===== config.mk =====
export PLATFORM = sky130hd
export DESIGN_NAME = ultrasonic_distance_wall_debounce_top
export DESIGN_NICKNAME = d
export VERILOG_FILES = /design/src/rtl/core/udwd_pkg.sv /design/src/rtl/core/udwd_scale.sv /design/src/rtl/core/udwd_track.sv /design/src/rtl/core/ultrasonic_distance_wall_debounce_top.sv
export SDC_FILE = /design/constraint.sdc
export NUM_CORES = 1
export LEC_CHECK = 0
export BUFFER_PORTS_ARGS = -buffer_cell sky130_fd_sc_hd__buf_2
export CAP_MARGIN = 40
export CORE_MARGIN = 2
export CORE_UTILIZATION = 46
export CTS_CLUSTER_SIZE = 24
export DETAILED_ROUTE_END_ITERATION = 16
export GPL_ROUTABILITY_DRIVEN = 1
export SLEW_MARGIN = 10
export SYNTH_ARGS = -nofsm -noshare
export SYNTH_HDL_FRONTEND = slang
export SYNTH_HIERARCHICAL = 1
export SYNTH_SLANG_ARGS = --single-unit

===== constraint.sdc =====
create_clock -name clk -period 7.8 [get_ports clk]
set_input_delay 1.56 -clock clk [delete_from_list [all_inputs] [get_ports clk]]
set_output_delay 1.56 -clock clk [all_outputs]
set_load 0.01 [all_outputs]

===== src/rtl/core/udwd_pkg.sv =====
// Shared types and constants for the ultrasonic distance and wall debounce block.
// Holds payload structs, configuration layout, register indexes and fixed-point constants.
// No dependencies.
package udwd_pkg;

    localparam int CAP_W       = 16;
    localparam int TIME_W      = 32;
    localparam int FRAC_W      = 8;
    localparam int DIST_W      = 16;
    localparam int CM_W        = 8;
    localparam int OFFSET_W    = 16;
    localparam int DEBOUNCE_W  = 16;
    localparam int CFG_INDEX_W = 3;
    localparam int CFG_DATA_W  = 16;

    // Capture count is scaled by four to microseconds, then 58 us per centimetre.
    localparam int SCALE_SHIFT = 2;
    localparam int US_PER_CM   = 58;

    // Numerator of the divide and its reciprocal multiplier. The reciprocal is
    // rounded down, so the estimated quotient is exact or one too small.
    localparam int NUM_W       = CAP_W + SCALE_SHIFT + FRAC_W;
    localparam int RECIP_SHIFT = NUM_W + 6;
    localparam int RECIP_W     = RECIP_SHIFT - 5;
    localparam logic [RECIP_W-1:0] RECIP = RECIP_W'((64'd1 << RECIP_SHIFT) / US_PER_CM);
    localparam int PROD_W      = NUM_W + RECIP_W;
    localparam int QUOT_W      = NUM_W - 5;

    // Configuration register indexes.
    localparam logic [CFG_INDEX_W-1:0] CFG_CAPTURE_OFFSET = 3'd0;
    localparam logic [CFG_INDEX_W-1:0] CFG_MAX_DISTANCE   = 3'd1;
    localparam logic [CFG_INDEX_W-1:0] CFG_MIN_DISTANCE   = 3'd2;
    localparam logic [CFG_INDEX_W-1:0] CFG_WALL_DISTANCE  = 3'd3;
    localparam logic [CFG_INDEX_W-1:0] CFG_DEBOUNCE       = 3'd4;

    // Configuration reset values.
    localparam logic [OFFSET_W-1:0]   OFFSET_RESET   = 16'd550;
    localparam logic [CM_W-1:0]       MAX_CM_RESET   = 8'd20;
    localparam logic [CM_W-1:0]       MIN_CM_RESET   = 8'd1;
    localparam logic [CM_W-1:0]       WALL_CM_RESET  = 8'd13;
    localparam logic [DEBOUNCE_W-1:0] DEBOUNCE_RESET = 16'd75;

    typedef struct packed {
        logic              new_capture;
        logic [CAP_W-1:0]  capture_count;
        logic [TIME_W-1:0] now_ms;
    } poll_t;

    typedef struct packed {
        logic [DIST_W-1:0] distance_q8;
        logic              out_of_range;
        logic              wall_gone;
    } result_t;

    typedef struct packed {
        logic [OFFSET_W-1:0]   capture_offset;
        logic [CM_W-1:0]       max_distance_cm;
        logic [CM_W-1:0]       min_distance_cm;
        logic [CM_W-1:0]       wall_distance_cm;
        logic [DEBOUNCE_W-1:0] debounce_ms;
    } cfg_t;

    // A converted reading on its way to the tracking stage.
    typedef struct packed {
        logic              new_capture;
        logic              no_echo;
        logic [QUOT_W-1:0] dist_q8;
        logic [TIME_W-1:0] now_ms;
    } reading_t;

endpackage


===== src/rtl/core/udwd_scale.sv =====
// Capture-to-distance pipeline: input register, offset subtract, reciprocal multiply
// and quotient correction. Depends on udwd_pkg.
module udwd_scale
    import udwd_pkg::*;
(
    input  logic     clk,
    input  logic     rst_n,
    input  cfg_t     cfg,
    input  logic     in_valid,
    output logic     in_stall,
    input  poll_t    in_data,
    output logic     rd_valid,
    input  logic     rd_take,
    output reading_t rd_data
);

    logic  s1_valid_reg, s1_valid_next;
    poll_t s1_data_reg;

    logic              s2_valid_reg, s2_valid_next;
    logic              s2_new_reg;
    logic              s2_no_echo_reg;
    logic [NUM_W-1:0]  s2_num_reg;
    logic [TIME_W-1:0] s2_now_reg;

    logic              s3_valid_reg, s3_valid_next;
    logic              s3_new_reg;
    logic              s3_no_echo_reg;
    logic [NUM_W-1:0]  s3_num_reg;
    logic [PROD_W-1:0] s3_prod_reg;
    logic [TIME_W-1:0] s3_now_reg;

    logic     s4_valid_reg, s4_valid_next;
    reading_t s4_data_reg;

    logic free1, free2, free3, free4;

    logic [CAP_W-1:0]  s1_diff;
    logic              s1_no_echo;
    logic [NUM_W-1:0]  s1_num;
    logic [QUOT_W-1:0] s3_quot;
    logic [NUM_W-1:0]  s3_rem;
    logic [QUOT_W-1:0] s3_dist;

    // Each stage can load when it is empty or its content moves on.
    assign free4 = !s4_valid_reg || rd_take;
    assign free3 = !s3_valid_reg || free4;
    assign free2 = !s2_valid_reg || free3;
    assign free1 = !s1_valid_reg || free2;
    assign in_stall = !free1;

    assign s1_valid_next = free1 ? in_valid     : s1_valid_reg;
    assign s2_valid_next = free2 ? s1_valid_reg : s2_valid_reg;
    assign s3_valid_next = free3 ? s2_valid_reg : s3_valid_reg;
    assign s4_valid_next = free4 ? s3_valid_reg : s4_valid_reg;

    // A count at or below the offset has no usable echo.
    assign s1_no_echo = s1_data_reg.capture_count <= CAP_W'(cfg.capture_offset);
    assign s1_diff    = s1_data_reg.capture_count - CAP_W'(cfg.capture_offset);
    assign s1_num     = {s1_diff, {(SCALE_SHIFT + FRAC_W){1'b0}}};

    // The estimate is at most one short; one compare and increment fixes it.
    assign s3_quot = s3_prod_reg[RECIP_SHIFT +: QUOT_W];
    assign s3_rem  = s3_num_reg - NUM_W'(s3_quot) * NUM_W'(US_PER_CM);
    assign s3_dist = (s3_rem >= NUM_W'(US_PER_CM)) ? s3_quot + QUOT_W'(1) : s3_quot;

    always_ff @(posedge clk or negedge rst_n) begin
        if (!rst_n) begin
            s1_valid_reg <= 1'b0;
            s2_valid_reg <= 1'b0;
            s3_valid_reg <= 1'b0;
            s4_valid_reg <= 1'b0;
        end
        else begin
            s1_valid_reg <= s1_valid_next;
            s2_valid_reg <= s2_valid_next;
            s3_valid_reg <= s3_valid_next;
            s4_valid_reg <= s4_valid_next;
        end
    end

    always_ff @(posedge clk) begin
        if (free1 && in_valid) begin
            s1_data_reg <= in_data;
        end
        if (free2 && s1_valid_reg) begin
            s2_new_reg     <= s1_data_reg.new_capture;
            s2_no_echo_reg <= s1_no_echo;
            s2_num_reg     <= s1_num;
            s2_now_reg     <= s1_data_reg.now_ms;
        end
        if (free3 && s2_valid_reg) begin
            s3_new_reg     <= s2_new_reg;
            s3_no_echo_reg <= s2_no_echo_reg;
            s3_num_reg     <= s2_num_reg;
            s3_prod_reg    <= PROD_W'(s2_num_reg) * PROD_W'(RECIP);
            s3_now_reg     <= s2_now_reg;
        end
        if (free4 && s3_valid_reg) begin
            s4_data_reg.new_capture <= s3_new_reg;
            s4_data_reg.no_echo     <= s3_no_echo_reg;
            s4_data_reg.dist_q8     <= s3_dist;
            s4_data_reg.now_ms      <= s3_now_reg;
        end
    end

    assign rd_valid = s4_valid_reg;
    assign rd_data  = s4_data_reg;

endmodule


===== src/rtl/core/udwd_track.sv =====
// Range limiting, held distance and wall debounce state, plus the result register.
// Depends on udwd_pkg.
module udwd_track
    import udwd_pkg::*;
(
    input  logic     clk,
    input  logic     rst_n,
    input  cfg_t     cfg,
    input  logic     rd_valid,
    output logic     rd_take,
    input  reading_t rd_data,
    output logic     out_valid,
    input  logic     out_stall,
    output result_t  out_data
);

    logic              out_valid_reg, out_valid_next;
    result_t           out_data_reg, out_data_next;
    logic [DIST_W-1:0] held_reg, held_next;
    logic              range_reg, range_next;
    logic              gone_reg, gone_next;
    logic [TIME_W-1:0] poll_time_reg, poll_time_next;
    logic [TIME_W-1:0] steady_time_reg, steady_time_next;

    logic              accept;
    logic [DIST_W-1:0] max_q, min_q, wall_q, dist_sat;
    logic              ge_max, lt_min;
    logic [TIME_W-1:0] gap, since;
    logic              gap_big, since_big;

    assign rd_take = !out_valid_reg || !out_stall;
    assign accept  = rd_valid && rd_take;

    assign max_q  = DIST_W'({cfg.max_distance_cm, {FRAC_W{1'b0}}});
    assign min_q  = DIST_W'({cfg.min_distance_cm, {FRAC_W{1'b0}}});
    assign wall_q = DIST_W'({cfg.wall_distance_cm, {FRAC_W{1'b0}}});

    assign ge_max   = rd_data.no_echo || (rd_data.dist_q8 >= QUOT_W'(max_q));
    assign lt_min   = rd_data.dist_q8 < QUOT_W'(min_q);
    assign dist_sat = (|rd_data.dist_q8[QUOT_W-1:DIST_W]) ? {DIST_W{1'b1}}
                                                          : rd_data.dist_q8[DIST_W-1:0];

    // Both time differences are formed in parallel; when the gap restarts the
    // wait, the elapsed time since the restart is zero.
    assign gap       = rd_data.now_ms - poll_time_reg;
    assign since     = rd_data.now_ms - steady_time_reg;
    assign gap_big   = gap > TIME_W'(cfg.debounce_ms);
    assign since_big = since > TIME_W'(cfg.debounce_ms);

    always_comb begin
        held_next        = held_reg;
        range_next       = range_reg;
        gone_next        = gone_reg;
        poll_time_next   = poll_time_reg;
        steady_time_next = steady_time_reg;
        out_valid_next   = rd_take ? rd_valid : out_valid_reg;
        out_data_next    = out_data_reg;
        if (accept) begin
            poll_time_next = rd_data.now_ms;
            if (rd_data.new_capture) begin
                if (ge_max) begin
                    // The first reading beyond range keeps the previous distance.
                    if (range_reg) begin
                        held_next = max_q;
                    end
                    range_next = 1'b1;
                end
                else if (lt_min) begin
                    held_next  = min_q;
                    range_next = 1'b0;
                end
                else begin
                    held_next  = dist_sat;
                    range_next = 1'b0;
                end
            end
            if (held_next > wall_q) begin
                steady_time_next = gap_big ? rd_data.now_ms : steady_time_reg;
                gone_next        = gone_reg || (!gap_big && since_big);
            end
            else begin
                steady_time_next = rd_data.now_ms;
                gone_next        = 1'b0;
            end
            out_data_next.distance_q8  = held_next;
            out_data_next.out_of_range = range_next;
            out_data_next.wall_gone    = gone_next;
        end
    end

    always_ff @(posedge clk or negedge rst_n) begin
        if (!rst_n) begin
            out_valid_reg   <= 1'b0;
            held_reg        <= '0;
            range_reg       <= 1'b0;
            gone_reg        <= 1'b0;
            poll_time_reg   <= '0;
            steady_time_reg <= '0;
        end
        else begin
            out_valid_reg   <= out_valid_next;
            held_reg        <= held_next;
            range_reg       <= range_next;
            gone_reg        <= gone_next;
            poll_time_reg   <= poll_time_next;
            steady_time_reg <= steady_time_next;
        end
    end

    always_ff @(posedge clk) begin
        out_data_reg <= out_data_next;
    end

    assign out_valid = out_valid_reg;
    assign out_data  = out_data_reg;

endmodule


===== src/rtl/core/ultrasonic_distance_wall_debounce_top.sv =====
// An accepted input beat passes through the udwd_scale stages and then the result register in udwd_track.
// Throughput: one beat per cycle, including the state update, unless out_stall holds the pipeline.
// Each result register stage loads while the next one drains, so stalls do not cost bubbles.
// Reset (rst_n low, asynchronous) empties the pipeline, clears held distance, flags and
// time stamps, and loads the configuration registers with their default values.
// Depends on udwd_pkg, udwd_scale and udwd_track.
module ultrasonic_distance_wall_debounce_top
    import udwd_pkg::*;
(
    input  logic                   clk,
    input  logic                   rst_n,
    input  logic                   in_valid,
    output logic                   in_stall,
    input  poll_t                  in_data,
    output logic                   out_valid,
    input  logic                   out_stall,
    output result_t                out_data,
    input  logic                   cfg_valid,
    output logic                   cfg_ready,
    input  logic [CFG_INDEX_W-1:0] cfg_index,
    input  logic [CFG_DATA_W-1:0]  cfg_data
);

    // The configuration registers. A write beat is always taken; an index beyond
    // the register list is dropped. The user must write only while the block is idle, so
    // the pipeline never sees a change in the middle of an item; the block does not check.
    cfg_t cfg_reg, cfg_next;

    // The reading channel between the converter pipeline and the tracking stage.
    logic     rd_valid;
    logic     rd_take;
    reading_t rd_data;

    assign cfg_ready = 1'b1;

    always_comb begin
        cfg_next = cfg_reg;
        if (cfg_valid) begin
            case (cfg_index)
                CFG_CAPTURE_OFFSET: cfg_next.capture_offset   = cfg_data[OFFSET_W-1:0];
                CFG_MAX_DISTANCE:   cfg_next.max_distance_cm  = cfg_data[CM_W-1:0];
                CFG_MIN_DISTANCE:   cfg_next.min_distance_cm  = cfg_data[CM_W-1:0];
                CFG_WALL_DISTANCE:  cfg_next.wall_distance_cm = cfg_data[CM_W-1:0];
                CFG_DEBOUNCE:       cfg_next.debounce_ms      = cfg_data[DEBOUNCE_W-1:0];
                default:            cfg_next = cfg_reg;
            endcase
        end
    end

    always_ff @(posedge clk or negedge rst_n) begin
        if (!rst_n) begin
            cfg_reg.capture_offset   <= OFFSET_RESET;
            cfg_reg.max_distance_cm  <= MAX_CM_RESET;
            cfg_reg.min_distance_cm  <= MIN_CM_RESET;
            cfg_reg.wall_distance_cm <= WALL_CM_RESET;
            cfg_reg.debounce_ms      <= DEBOUNCE_RESET;
        end
        else begin
            cfg_reg <= cfg_next;
        end
    end

    // Four stages turn a capture count into a distance in Q.8 centimetres:
    // input register, offset subtract, reciprocal multiply by 1/58, and a
    // one-step quotient correction. None of them depends on tracking state.
    udwd_scale u_scale (
        .clk      (clk),
        .rst_n    (rst_n),
        .cfg      (cfg_reg),
        .in_valid (in_valid),
        .in_stall (in_stall),
        .in_data  (in_data),
        .rd_valid (rd_valid),
        .rd_take  (rd_take),
        .rd_data  (rd_data)
    );

    // The last stage applies the range limits, updates the held distance and the
    // debounce time stamps, and writes the result register in the same cycle,
    // so the next reading sees the updated state.
    udwd_track u_track (
        .clk       (clk),
        .rst_n     (rst_n),
        .cfg       (cfg_reg),
        .rd_valid  (rd_valid),
        .rd_take   (rd_take),
        .rd_data   (rd_data),
        .out_valid (out_valid),
        .out_stall (out_stall),
        .out_data  (out_data)
    );

endmodule


==> results of run 1 <==
final timing paths:
path	from	to	slack (ns)	cells after the start
hold / removal	u_scale/s2_now_reg[19]	u_scale/s3_now_reg[19]	0.41	0
setup reg to reg	u_scale/s2_num_reg[11]	u_scale/s3_prod_reg[52]	0.60	22
setup / recovery	u_scale/s2_num_reg[11]	u_scale/s3_prod_reg[52]	0.60	22
hold reg to reg	u_scale/s2_now_reg[19]	u_scale/s3_now_reg[19]	0.41	0
max in group asynchronous	rst_n	cfg_reg[13]	5.63	3
min in group asynchronous	rst_n	u_scale/s2_valid_reg	1.00	1
worst max-delay path, stage by stage (launching register included):
cell and delay [ns]:
edfxtp_1 0.53, fa_1 0.66, inv_1 0.07, fa_1 0.48, inv_1 0.06, fa_1 0.50
fa_1 0.51, inv_1 0.06, fa_1 0.55, inv_1 0.06, fa_1 0.49, ha_1 0.32
nand4_1 0.10, a2111oi_0 0.40, o21ai_1 0.19, a31oi_2 0.37, o21ai_0 0.21, a21boi_1 0.35
a311oi_1 0.25, o31ai_1 0.39, a21oi_1 0.16, o21ai_1 0.17, xor2_1 0.09
repair_timing:
item | in CTS | in global routing
setup endpoints to repair | 0 | 1
resized for setup | 0 | 1
hold endpoints to repair | 0 | 0
hold buffers | 0 | 0
setup buffers | 0 | 0
metrics by stage:
stage	util (%)	area, µm²	setup WS (ns)	std cells	hold WS [ns]
final	51.2	32300	0.599	3717	0.407
after global routing	51.2	32300	0.0639	3715	0.404
after CTS	51.2	32300	0.466	3715	0.407
after detailed placement	48.8	30900	0.520	3632	0.405
after global placement	48.8	30800	0.600	3631	0.402
after floorplan	-	29400	1.45	2734	0.400
Yosys cell counts, types with 14 or more instances:
cell / number
o22ai_1: 14
and2_1: 15
mux2_4: 29
a21o_1: 52
nand3_1: 31
nor2_1: 135
fa_1: 176
dfrtp_1: 129
dfstp_2: 14
o21bai_1: 15
o21a_1: 17
xnor2_1: 77
nand2b_1: 29
nor3_1: 31
inv_1: 429
a211oi_1: 20
o21ai_0: 120
clkbuf_1: 40
nor2b_1: 21
and3_1: 19
a21oi_1: 146
nand4_1: 55
mux2_2: 61
edfxtp_1: 243
ha_1: 372
xor2_1: 41
nand2_1: 189
per-layer routing:
| layer | routed length (µm) | vias up | track usage [%] | share of wire, % |
|---|---|---|---|---|
| li1 | - | 9682 | - | - |
| met1 | 35100 | 9889 | 32.6 | 50 |
| met2 | 31000 | 398 | 33.1 | 44 |
| met3 | 2750 | 89 | 2.60 | 3.9 |
| met4 | 1580 | 0 | 5.33 | 2.2 |
| met5 | 0 | - | 0 | 0 |
logic make-up (layout without fill, tap and decap cells):
logic type / Yosys count / count (layout) / share of synthesized area [%]
multiplexers: 99 / 99 / 4.12
buffers and inverters: 488 / 623 / 6.47
AO/OA/AOI/OAI: 497 / 497 / 10.8
flip-flops: 386 / 386 / 37.0
AND/OR/NAND/NOR: 596 / 596 / 10.3
XOR/XNOR: 119 / 119 / 3.57
other: 1 / 3 / 0.0127
adder cells (fa/ha/maj): 548 / 548 / 27.8
layout make-up:
class,instances,area [µm²]
Fill cell,5592,30900
Antenna cell,2,5.00
Inverter,430,1610
Sequential cell,386,10900
Timing Repair Buffer,110,622
Tap cell,846,1060
Clock buffer,61,1280
Multi-Input combinational cell,1860,16700
Clock inverter,22,191
==> reports/metrics.yaml, run 1 <==
synthesis:
  synth_edf_count: 243
  yosys_warnings: 6
  synth_cell_types: 88
  synthFlopType: "edfxtp_1"
  avgSynthCellArea_um2: 10.8
  ys_ff_latch: 386
  yosysSeqAreaShare_pct: 37.0
  yosysTopAreaCell: "edfxtp_1"
  netlist_instances: 2734
  ys_top_cells_by_area: "edfxtp_1 25%, ha_1 16%, fa_1 12%, dfrtp_1 11%, inv_1 5.5%"
  synth_nets: 3355
  ys_async_sr_fraction_pct: 37.0
  syn_area_um2: 29400
  synth_top_area_share_pct: 24.8
routing:
  avgRoutedWirePerCell_um: 19.0
  avgViaCountPerCell: 5.40
  ant_nets: 0
  drcViolationCount: 0
  first_iter_violations: 1336
  wl_um: 70500
  vias: 20100
  drtPass1Iterations: 5
timing:
  tightest_slew_ns: 0.821
  hold_viol_final: 0
  post-route-min-period_ns: 7.20
  rsz0062_at_grt: "false"
  fmax_ghz: 0.139
  relSlewSlack_pct: 44.5
  setup_viol_count_final: 0
  period_share_pct: 92.3
  fin_worst_skew_ns: 0.0210
  tns_ns: 0
  drv_slew: 0
grt:
  grt_pass1_wl_um: 113000
  grt_max_degree: 79
  grt_use_total_pct: 21.6
  grt_pass1_vias: 20400
  grt_overflow: 0
  antenna_found_initial: 2
clocking:
  clock_latency_ns: 0.58
  cts_buffer_depth: 3
  clk_pin_slew_worst_paths_ns: 0.06
  root_buffer: "clkbuf_16"
  cts_tree: "done"
  cts_made_buffers: 45
  cts_sinks: 386
  htree_levels: 2
floorplan:
  rows: 92
  core_um2: 63200
  die_h_um: 257
  die_x_um: 257
  io_pins: 94
  initial_utilization_pct: 46.6
  die-area_um2: 66000
finish:
  largest_reg_flops: 56
  layout.nets: 3454
  final_cell_mix: "429 x inv_1, 372 x ha_1, 243 x edfxtp_1, 189 x nand2_1, 176 x fa_1"
  drive_above_1_share_pct: 11.5
  final_common_cell: "inv_1"
  area_growth_pct: 9.88
critical_path:
  worstPathRequired_ns: 8.13
  cp-end-kind: "flip-flop"
  arrival_ns: 7.53
  path_max_fanout: 7
  critPathLaunchType: "flip-flop"
  worstSetupPathType: "reg -> reg"
status:
  run_status: "completed"
placement:
  dpl.hpwl_um: 55800
  gp_congestion: 0.906
  port_buffers: 92
flow_run:
  max_cap_violations: 0
min_path:
  hold_class: "reg -> reg"
Power of run 1 is left out: the tool's default activity adds up to more than one toggle a clock period on the data nets, which glitch-free logic cannot reach.
==> run 2: changes to the inputs <==
--- a/config.mk
+++ b/config.mk
@@ -13,4 +13,6 @@
 export DETAILED_ROUTE_END_ITERATION = 16
 export GPL_ROUTABILITY_DRIVEN = 1
+export HOLD_SLACK_MARGIN = 0.02
+export PLACE_DENSITY_LB_ADDON = 0.08
 export SLEW_MARGIN = 10
 export SYNTH_ARGS = -nofsm -noshare
==> constraint.sdc (replaced) <==
create_clock -name clk -period 7.8 [get_ports clk]
set_input_delay 0.78 -clock clk [delete_from_list [all_inputs] [get_ports clk]]
set_output_delay 0.78 -clock clk [all_outputs]
set_load 0.01 [all_outputs]
==> run 2 against run 1 <==
  * Clock skew increased by 0.0038 ns
  * Sequential share of layout area shrank 0.16 points
  * Flip-flop and latch count did not move
==> reports/metrics.yaml, run 2 (synthesized netlist as in run 1, its figures left out) <==
status:
  run_status: "completed"
clocking:
  clk_pin_slew_worst_paths_ns: 0.06  # about the same
  cts_hold_buf: 0  # unchanged
  cts_made_buffers: 46  # +2.2%
  htree_levels: 2  # unchanged
  cts_resized: 0  # unchanged
  cts_buffer_depth: 3  # unchanged
  cts_tree: "done"
  clock_latency_ns: 0.59  # about the same
  root_buffer: "clkbuf_16"
  cts_sinks: 386  # unchanged
  postCtsSetupBuffers: 0  # unchanged
grt:
  grt_pass1_vias: 20300  # -0.17%
  grt_pass1_wl_um: 115000  # +1.9%
  antenna_found_initial: 1  # -1
  grt_max_degree: 85  # +7.6%
  grt_use_total_pct: 22.3  # +0.70 points
  grt_overflow: 0  # unchanged
critical_path:
  worstSetupPathType: "reg -> reg"
  cp-end-kind: "flip-flop"
  arrival_ns: 7.57  # +0.04 ns
  worstPathRequired_ns: 8.12  # about the same
  path_max_fanout: 7  # unchanged
  path_cells: "fa_1 > inv_1 > fa_1 > inv_1 > fa_1 > fa_1 > inv_1 > fa_1 > inv_1 > fa_1 > ha_1 > nand4_1 > a2111oi_0 > o21ai_1 > a31oi_1 > o21ai_0 > a21boi_1 > a311oi_1 > o31a_1 > a21oi_1 > a21oi_1 > xnor2_1"
  critPathLaunchType: "flip-flop"
  critPathMostFrequentCell: "fa_1"
  cpPeakStageDelay_ns: 0.65  # about the same
  crit_path_top_delay_cell: "fa_1"
timing:
  post-route-min-period_ns: 7.25  # +0.0438 ns
  period_share_pct: 92.9  # +0.56 points
  hold_viol_final: 0  # unchanged
  rsz0062_at_grt: "false"
  fin_worst_skew_ns: 0.0248  # +0.00378 ns
  tightest_slew_ns: 0.914  # +0.0927 ns
  relSlewSlack_pct: 38.3  # -6.3 points
  tns_ns: 0  # unchanged
  drv_slew: 0  # unchanged
  fmax_ghz: 0.138  # -0.60%
  setup_viol_count_final: 0  # unchanged
finish:
  area_growth_pct: 10.4
  final_cell_area_um2: 32500  # +0.48%
  final_cell_mix: "429 x inv_1, 372 x ha_1, 243 x edfxtp_1, 189 x nand2_1, 176 x fa_1"
  layout.nets: 3459  # +0.14%
  nFillCells: 5703  # +2.0%
  final_common_cell: "inv_1"
  layout.core_utilization_pct: 51.4  # +0.25 points
  drive_above_1_share_pct: 11.7  # +0.22 points
  largest_reg_flops: 56  # unchanged
  diodes: 0  # -2
routing:
  ant_nets: 0  # unchanged
  avgViaCountPerCell: 5.38  # -0.36%
  drcViolationCount: 0  # unchanged
  avgRoutedWirePerCell_um: 19.6  # +3.3%
  wl_um: 72900  # +3.4%
  first_iter_violations: 1375  # +2.9%
  vias: 20000  # -0.25%
  drtPass1Iterations: 5  # unchanged
floorplan:
  core_um2: 63200  # unchanged
  io_pins: 94  # unchanged
  die_h_um: 257  # unchanged
  initial_utilization_pct: 46.6  # unchanged
  die-area_um2: 66000  # unchanged
  rows: 92  # unchanged
  die_x_um: 257  # unchanged
placement:
  dpl.hpwl_um: 57900  # +3.8%
  placed_area_um2: 30900  # +0.13%
  gp_congestion: 0.878  # -3.1%
  port_buffers: 92  # unchanged
flow_run:
  max_cap_violations: 0  # unchanged
min_path:
  hold_class: "in -> async"
==> run 2: changes by cell type in the layout (fill, tap and decap cells not counted), sizes merged, moves of 2 or more <==
cell | before | now
clkbuf | 61 | 54
inv | 435 | 438
clkinvlp | 5 | 3
diode | 2 | 0
buf | 110 | 113
bufinv | 1 | 4
clkinv | 11 | 16
==> run 2: metrics by stage <==
step / std cells / worst slack [ns] / hold WS, ns
6_report: 3721 / 0.555 / 0.176
5_1_grt: 3721 / 0.0462 / 0.215
4_1_cts: 3718 / 0.520 / 0.272
3_5_place_dp: 3633 / 0.543 / 0.405
3_3_place_gp: 3630 / 0.585 / 0.402
2_1_floorplan: 2734 / 1.45 / 0.400
==> run 2: cell type report <==
type	instances	area (µm²)	share of cell area (%)
clock buffers	54	1200	3.70
clock inverters	31	310	0.955
well taps	846	1060	3.26
flip-flops and latches	386	10900	33.5
repair buffers	113	709	2.18
inverters	430	1610	4.97
multi-input cells	1861	16700	51.4
==> run 2: critical path, delay by kind of cell, from the launching register on <==
kind | cells | cell delay, ns
DFF | 1 | 0.55
adders and majority gates | 7 | 3.45
buffers and inverters | 4 | 0.25
and+or+nand+nor | 1 | 0.08
AOI/OAI and AO/OA | 9 | 2.47
xor gates and xnor gates | 1 | 0.14
==> run 2: path summary, 6_finish.rpt <==
path	depth (start not counted)	endpoint	from	slack (ns)
max reg2reg	22	u_scale/s3_prod_reg[51]	u_scale/s2_num_reg[12]	0.55
min	2	u_track/held_reg[5]	rst_n	0.18
min in group clk	1	u_scale/s1_data_reg[23]	in_data[23]	0.36
max in group asynchronous	4	cfg_reg[49]	rst_n	6.51
min reg2reg	0	u_scale/s2_now_reg[20]	u_scale/s1_data_reg[20]	0.42
max	22	u_scale/s3_prod_reg[51]	u_scale/s2_num_reg[12]	0.55
==> run 2: routing by layer <==
| metal | global-route usage [%] | part of all wire [%] | up-vias |
|---|---|---|---|
| met5 | 0 | 0 | - |
| met4 | 5.65 | 2.4 | 0 |
| met3 | 2.74 | 4.8 | 96 |
| met2 | 33.4 | 42 | 447 |
| met1 | 34.2 | 50 | 9761 |
| li1 | - | - | 9703 |
Power of run 2 is left out for the same reason.
